===== src/rtl/scx_ram.sv =====
// ============================================================================
// scx_ram - generic simple dual-port RAM
// One write port and one read port; the read data is registered, so it
// appears in the cycle after the read address.
// ============================================================================
module scx_ram #(
  parameter int WIDTH = 8,
  parameter int DEPTH = 16
) (
  input  logic                     clk,
  input  logic                     we,
  input  logic [$clog2(DEPTH)-1:0] waddr,
  input  logic [WIDTH-1:0]         wdata,
  input  logic                     re,
  input  logic [$clog2(DEPTH)-1:0] raddr,
  output logic [WIDTH-1:0]         rdata
);

  logic [WIDTH-1:0] mem [DEPTH];

  always_ff @(posedge clk) begin
    if (we) begin
      mem[waddr] <= wdata;
    end
    if (re) begin
      rdata <= mem[raddr];
    end
  end

endmodule


===== config.mk =====
export PLATFORM = sky130hd
export DESIGN_NAME = scx_ram
export DESIGN_NICKNAME = d
export VERILOG_FILES = /design/src/rtl/scx_ram.sv
export SDC_FILE = /design/constraint.sdc
export NUM_CORES = 1
export LEC_CHECK = 0
export BUFFER_PORTS_ARGS = -buffer_cell sky130_fd_sc_hd__buf_2
export CAP_MARGIN = 20
export CORE_ASPECT_RATIO = 1.5
export CORE_MARGIN = 8
export CORE_UTILIZATION = 30
export CTS_CLUSTER_DIAMETER = 40
export DETAILED_ROUTE_END_ITERATION = 16
export GPL_TIMING_DRIVEN = 0
export PLACE_DENSITY = 0.42
export SYNTH_ARGS = -nofsm -noshare
export SYNTH_HDL_FRONTEND = slang
export SYNTH_SLANG_ARGS = --single-unit

===== constraint.sdc =====
create_clock -name clk -period 3.95 [get_ports clk]
set_input_delay 0.395 -clock clk [delete_from_list [all_inputs] [get_ports clk]]
set_output_delay 0.395 -clock clk [all_outputs]
set_load 0.01 [all_outputs]

==> summary.txt, run 1 <==
Synthesis
  • Yosys top cell area share: 0.7812
  • Synth Warn #: 0
  • Cell count after synthesis: 229
  • Netlist cell types: 18
  • Top post-synthesis cells by area: edfxtp_1 78%, mux4_2 7.8%, mux4_1 7.0%
  • Synthesized flop and latch total: 136
  • Syn nets: 248
  • Cell Area, Synth: 5228 um2
  • Seq/Total Area, Yosys: 0.7812
  • Post-synth top area cell: edfxtp_1
  • Mapped Avg Cell Area: 22.83 um2

Placement
  • Port bufs: 25
  • DP Cell Count: 470
  • Placed wire-length estimate: 7.582 mm
  • Final Wtd Congestion: 0.7299
  • Post-Place Worst Slack: 1.764 ns

Drt
  • Total number of vias: 2402
  • Post-route ant nets: 0
  • WL final: 11.34 mm
  • DRC viols: 0
  • Post-DR wirelength/cell: 22.64 um
  • Vias per inst: 4.794
  • First-pass DRT Iterations: 4
  • Detailed router's first-iteration violation count: 204

Floorplanning
  • Die ar.: 21990 um2
  • Core area: 17200 um2
  • Die height: 177.7 um
  • Initial core utilization: 0.3039
  • Num ports: 27
  • Die width: 123.8 um
  • Rows: 59

Critical path
  • Peak fanout along the critical path: 5
  • Crit path required time: 4.06 ns
  • Worst R2R Start: mem[3][4]
  • WP data arrival: 1.82 ns
  • Worst Setup Start Kind: input pin
  • Setup CP Type: input pin to flop
  • Critical path startpoint: waddr[2]
  • Crit. End Element: flop

Timing
  • Final setup fails: 0
  • PnR worst setup slack: 2.244 ns
  • Total Neg Setup Slack: 0 ns
  • Clock Skew: 0.007701 ns
  • Fmax: 0.5863 GHz
  • Fin crit period: 1.706 ns
  • RSZ-0062 raised after global routing: no
  • Max_slew headroom: 0.4160
  • Worst-Margin Slew: 0.8727 ns
  • Final hold violation count: 0
  • Period utilization: 0.4318
  • Final Slew Violations: 0

Clocking
  • Cts repair resizes: 0
  • CTS Sinks: 136
  • Bufs on Longest Clock Path: 2
  • TritonCTS clock tree: built
  • Post-CTS Setup Inserts: 0
  • Root Driver: clkbuf_16
  • H-tree levels: 4
  • Clk_lat worst skew: 0.41 ns
  • TritonCTS Buffers: 17
  • CTS hold repair buffers: 0
  • Reg clk slew, reported paths: 0.06 ns

Finish
  • Area of the multi-input gates: 1062 um2
  • Final #Nets: 295
  • Fillers: 1567
  • ANT cells: 0
  • Area growth syn-to-layout: 20.01%
  • Layout cells sized above 1: 0.3021
  • Sequential Area: 4084 um2
  • Final cell count without fillers: 501

Job
  • Max Cap Viol: 0

Status
  • Status: completed

Global routing
  • First-pass GRT wire length: 16.26 mm
  • Number of global-route vias before repair: 2584
  • Tot GR Track Use: 0.1102
  • Initial antenna violation count: 0
  • Pin count of the biggest net entering global routing: 17
  • Overflow after GRT: 0

Min path
  • Hold_sp: re
  • Hold crit path type: input pin to flop

Power and ir drop
  • Power Density: 554.1 nW/um2
  • Maximum vdd drop: 0.0002444 V
  • Lkg Pwr: 2.079 nW
cell usage after synthesis:
cell type	count
nand3b_1	2
mux4_1	14
nor2b_1	1
or3b_2	1
a22oi_1	16
mux4_2	18
nand3_1	1
and2b_1	1
edfxtp_1	136
nand2_1	9
buf_4	1
buf_6	3
nand2b_1	2
nor2_1	13
and2_1	1
buf_2	3
clkdlybuf4s25_2	3
nor3_1	4
final timing paths:
check               to  slack [ns]  cells after the start
max reg2reg   rdata[4]        2.37                      3
max          mem[0][5]        2.24                      4
min           rdata[2]        0.34                      1
min reg2reg   rdata[2]        0.76                      3
cell type report:
type,instances,area share
Timing Repair Buffer,28,0.02274
Buffer,10,0.01376
Tap cell,213,0.04248
Multi-Input combinational cell,83,0.1693
Sequential cell,136,0.6510
Clock buffer,17,0.06781
Clock inverter,14,0.03291
power breakdown:
group / total (mW) / internal (mW) / switching, mW
clock network: 1.68 / 1.11 / 0.573
logic: 0.160 / 0.0633 / 0.0969
registers: 1.63 / 1.63 / 0.00626
logic make-up after synthesis:
group | after synthesis | share of synthesized area
AO/OA/AOI/OAI | 16 | 0.02298
buffers and inverters | 10 | 0.01651
flip-flops | 136 | 0.7812
multiplexers | 32 | 0.1479
AND/OR/NAND/NOR | 35 | 0.03136
critical path: stages:
cell	delay, ns
buf_2	0.12
or3b_2	0.52
nor3_1	0.49
buf_2	0.30
cells in the final DEF, fill, tap and decap left out:
cell | netlist | final
or3b_2 | 1 | 1
clkinv_1 | 0 | 2
buf_2 | 3 | 30
a22oi_1 | 16 | 16
mux4_1 | 14 | 14
nand3_1 | 1 | 1
clkdlybuf4s25_2 | 3 | 3
nor2_1 | 13 | 13
nor2b_1 | 1 | 1
clkbuf_16 | 0 | 17
nand2b_1 | 2 | 2
clkinv_4 | 0 | 3
nand3b_1 | 2 | 2
nor3_1 | 4 | 3
and2b_1 | 1 | 1
buf_4 | 1 | 2
mux4_2 | 18 | 18
nor3_2 | 0 | 1
buf_6 | 3 | 3
and2_1 | 1 | 1
clkinv_2 | 0 | 3
nand2_1 | 9 | 9
bufinv_16 | 0 | 5
edfxtp_1 | 136 | 136
clkinvlp_4 | 0 | 1
flip-flops by register name, summed over array words and instances (netlist names):
register  flops
mem         128
rdata         8
metrics by stage:
stage | area, um2 | power (mW) | hold slack, ns | utilization
after detailed placement | 5642 | 1.830 | 0.7570 | 0.3280
after global placement | 5619 | 1.825 | 0.7358 | 0.3267
final | 6274 | 3.476 | 0.3414 | 0.3647
after floorplan | 5228 | 1.748 | 0.4939 | -
after CTS | 6274 | 3.509 | 0.3239 | 0.3647
after global routing | 6274 | 3.571 | 0.3413 | 0.3647
layer usage:
metal / up-vias / GRT usage / share of wire
met4: 0 / 0.06146 / 0.020
met3: 11 / 0.02580 / 0.055
met5: - / 0 / 0
met2: 65 / 0.1941 / 0.55
met1: 1253 / 0.1172 / 0.37
li1: 1073 / - / -
Power figures use the tool's default switching activity.
==> inputs of run 2 (changes only) <==
Clock period 3.95 ns to 1.6 ns, I/O delays scaled along.
==> run 2 against run 1 <==
Worst setup slack got worse by 2.2 ns. Power is 130% higher. Combinational power grew to 2.5 times the previous value. Routed wire length shrank 0.34%. Hold slack got worse by 0.24 ns. Global-route usage fell by 0.13 points. Via count shrank 0.79%. Clock skew decreased by 0.0022 ns. Die area unchanged. Sequential power up 150%. Design area shrank 1.3%. Clock-buffer cell count is 1 higher. Highest routed layer unchanged.
==> summary.txt, run 2 (synthesis gave the netlist of run 1 again) <==
Status
  • Status: completed

Power and ir drop
  • Power Density: 1283 nW/um2 (+130%)
  • Lkg Pwr: 2.023 nW (-2.7%)
  • Power, Total: 7.949 mW (+130%)
  • Maximum vdd drop: 0.0007704 V (+220%)

Finish
  • Post-layout util: 0.3601 (-0.004655)
  • Top reg by flops: mem
  • Layout cells sized above 1: 0.3056 (+0.003472)
  • Most frequent cells in the layout: 136 x edfxtp_1, 30 x buf_2, 18 x mux4_2, 17 x clkbuf_16, 14 x mux4_1
  • Final #Nets: 295 (unchanged)
  • Largest regs: mem x128, rdata x8
  • Commonest non-fill, non-tap cell in the layout: edfxtp_1
  • Area growth syn-to-layout: 18.48%
  • Fillers: 1592 (+1.6%)
  • ANT cells: 0 (unchanged)
  • Max reg flops: 128 (unchanged)
  • Final Instance Area: 6193 um2 (-1.3%)
  • Final cell count without fillers: 501 (unchanged)

Clocking
  • CTS hold repair buffers: 0 (unchanged)
  • H-tree levels: 4 (unchanged)
  • Reg clk slew, reported paths: 0.06 ns (about the same)
  • Clk_lat worst skew: 0.40 ns (about the same)
  • Post-CTS Setup Inserts: 0 (unchanged)
  • Cts repair resizes: 1 (+1)
  • Root Driver: clkbuf_16
  • TritonCTS Buffers: 17 (unchanged)
  • TritonCTS clock tree: built
  • Bufs on Longest Clock Path: 2 (unchanged)
  • CTS Sinks: 136 (unchanged)

Critical path
  • Worst stage delay on the critical path: 0.51 ns (about the same)
  • Critical path buffers and inverters: 0 (-2)
  • Crit. End Element: flop
  • Crit path required time: 1.74 ns (-2.32 ns)
  • Critical path startpoint: mem[3][4]
  • CP Cell Sequence: mux4_2 > a22oi_1 > nand2_1
  • Max stage delay cell, worst path: mux4_2
  • Worst Setup Start Kind: flop
  • Setup CP Type: flop to flop
  • WP data arrival: 1.69 ns (-0.13 ns)
  • CP top delay family: multiplexers
  • Peak fanout along the critical path: 1 (-4)
  • Worst R2R Start: mem[3][4]

Timing
  • Fin crit period: 1.551 ns
  • Fmax: 0.6448 GHz
  • Final hold violation count: 0 (unchanged)
  • Worst-Margin Slew: 0.8719 ns (-0.0007958 ns)
  • Clock Skew: 0.005518 ns (-0.002183 ns)
  • RSZ-0062 raised after global routing: no
  • Total Neg Setup Slack: 0 ns (unchanged)
  • Final Slew Violations: 0 (unchanged)
  • Max_slew headroom: 0.4166 (+0.0005320)
  • Final setup fails: 0 (unchanged)
  • Period utilization: 0.9693

Placement
  • Final Wtd Congestion: 0.7330 (+0.42%)
  • DP Cell Count: 470 (unchanged)
  • Area after DPL: 5642 um2 (unchanged)
  • Placed wire-length estimate: 7.723 mm (+1.9%)
  • Port bufs: 25 (unchanged)

Floorplanning
  • Num ports: 27 (unchanged)
  • Core area: 17200 um2 (unchanged)
  • Die ar.: 21990 um2 (unchanged)
  • Initial core utilization: 0.3039 (unchanged)
  • Die height: 177.7 um (unchanged)
  • Die width: 123.8 um (unchanged)
  • Rows: 59 (unchanged)

Job
  • Max Cap Viol: 0 (unchanged)

Global routing
  • Number of global-route vias before repair: 2597 (+0.50%)
  • Pin count of the biggest net entering global routing: 17 (unchanged)
  • Most used routing layer: met2
  • Initial antenna violation count: 0 (unchanged)
  • M1 GR Usage: 0.1181 (+0.0009195)
  • Met3 Use GR: 0.02834 (+0.002548)
  • Tot GR Track Use: 0.1089 (-0.001303)
  • First-pass GRT wire length: 16.30 mm (+0.30%)
  • Met2 GRT Util: 0.1950 (+0.0008995)
  • Overflow after GRT: 0 (unchanged)

Min path
  • Hold_sp: re
  • Hold crit path type: input pin to flop

Drt
  • Post-DR wirelength/cell: 22.56 um (-0.34%)
  • Total number of vias: 2383 (-0.79%)
  • Detailed router's first-iteration violation count: 193 (-5.4%)
  • WL final: 11.30 mm (-0.34%)
  • First-pass DRT Iterations: 4 (unchanged)
  • DRC viols: 0 (unchanged)
  • Vias per inst: 4.756 (-0.79%)
  • Post-route ant nets: 0 (unchanged)
run 2: final timing paths:
kind                   end  slack (ns)  cells after the start
hold reg to reg   rdata[2]        0.75                      3
setup reg to reg  rdata[4]        0.05                      3
setup / recovery  rdata[4]        0.05                      3
hold / removal    rdata[3]        0.10                      1
run 2: cell type report:
cell class / count / area (um2) / share of cell area
Buffer: 10 / 86.33 / 0.01394
Multi-Input combinational cell: 83 / 1077 / 0.1739
Clock inverter: 13 / 107.6 / 0.01737
Sequential cell: 136 / 4084 / 0.6594
Timing Repair Buffer: 28 / 142.6 / 0.02303
Tap cell: 213 / 266.5 / 0.04303
Clock buffer: 18 / 429.2 / 0.06929
run 2: metrics by stage:
stage          setup WS, ns  hold WS [ns]
2_1_floorplan        0.1576        0.2589
3_3_place_gp        -0.4709        0.5016
3_5_place_dp        -0.3392        0.5159
4_1_cts            0.004780       0.09284
5_1_grt            0.004112        0.1017
6_report            0.04919        0.1023
run 2: power by group:
group / total, mW / switching, mW / internal [mW]
Clock: 3.51 / 1.40 / 2.11
Combinational: 0.403 / 0.245 / 0.158
Sequential: 4.03 / 0.0159 / 4.02
run 2: per-layer routing:
metal  vias up  routed length [um]  part of all wire
met1      1248                4512              0.40
met3        11                 453             0.040
met2        50                6113              0.54
met4         0                 223             0.020
li1       1074                   -                 -
met5         -                   0                 0
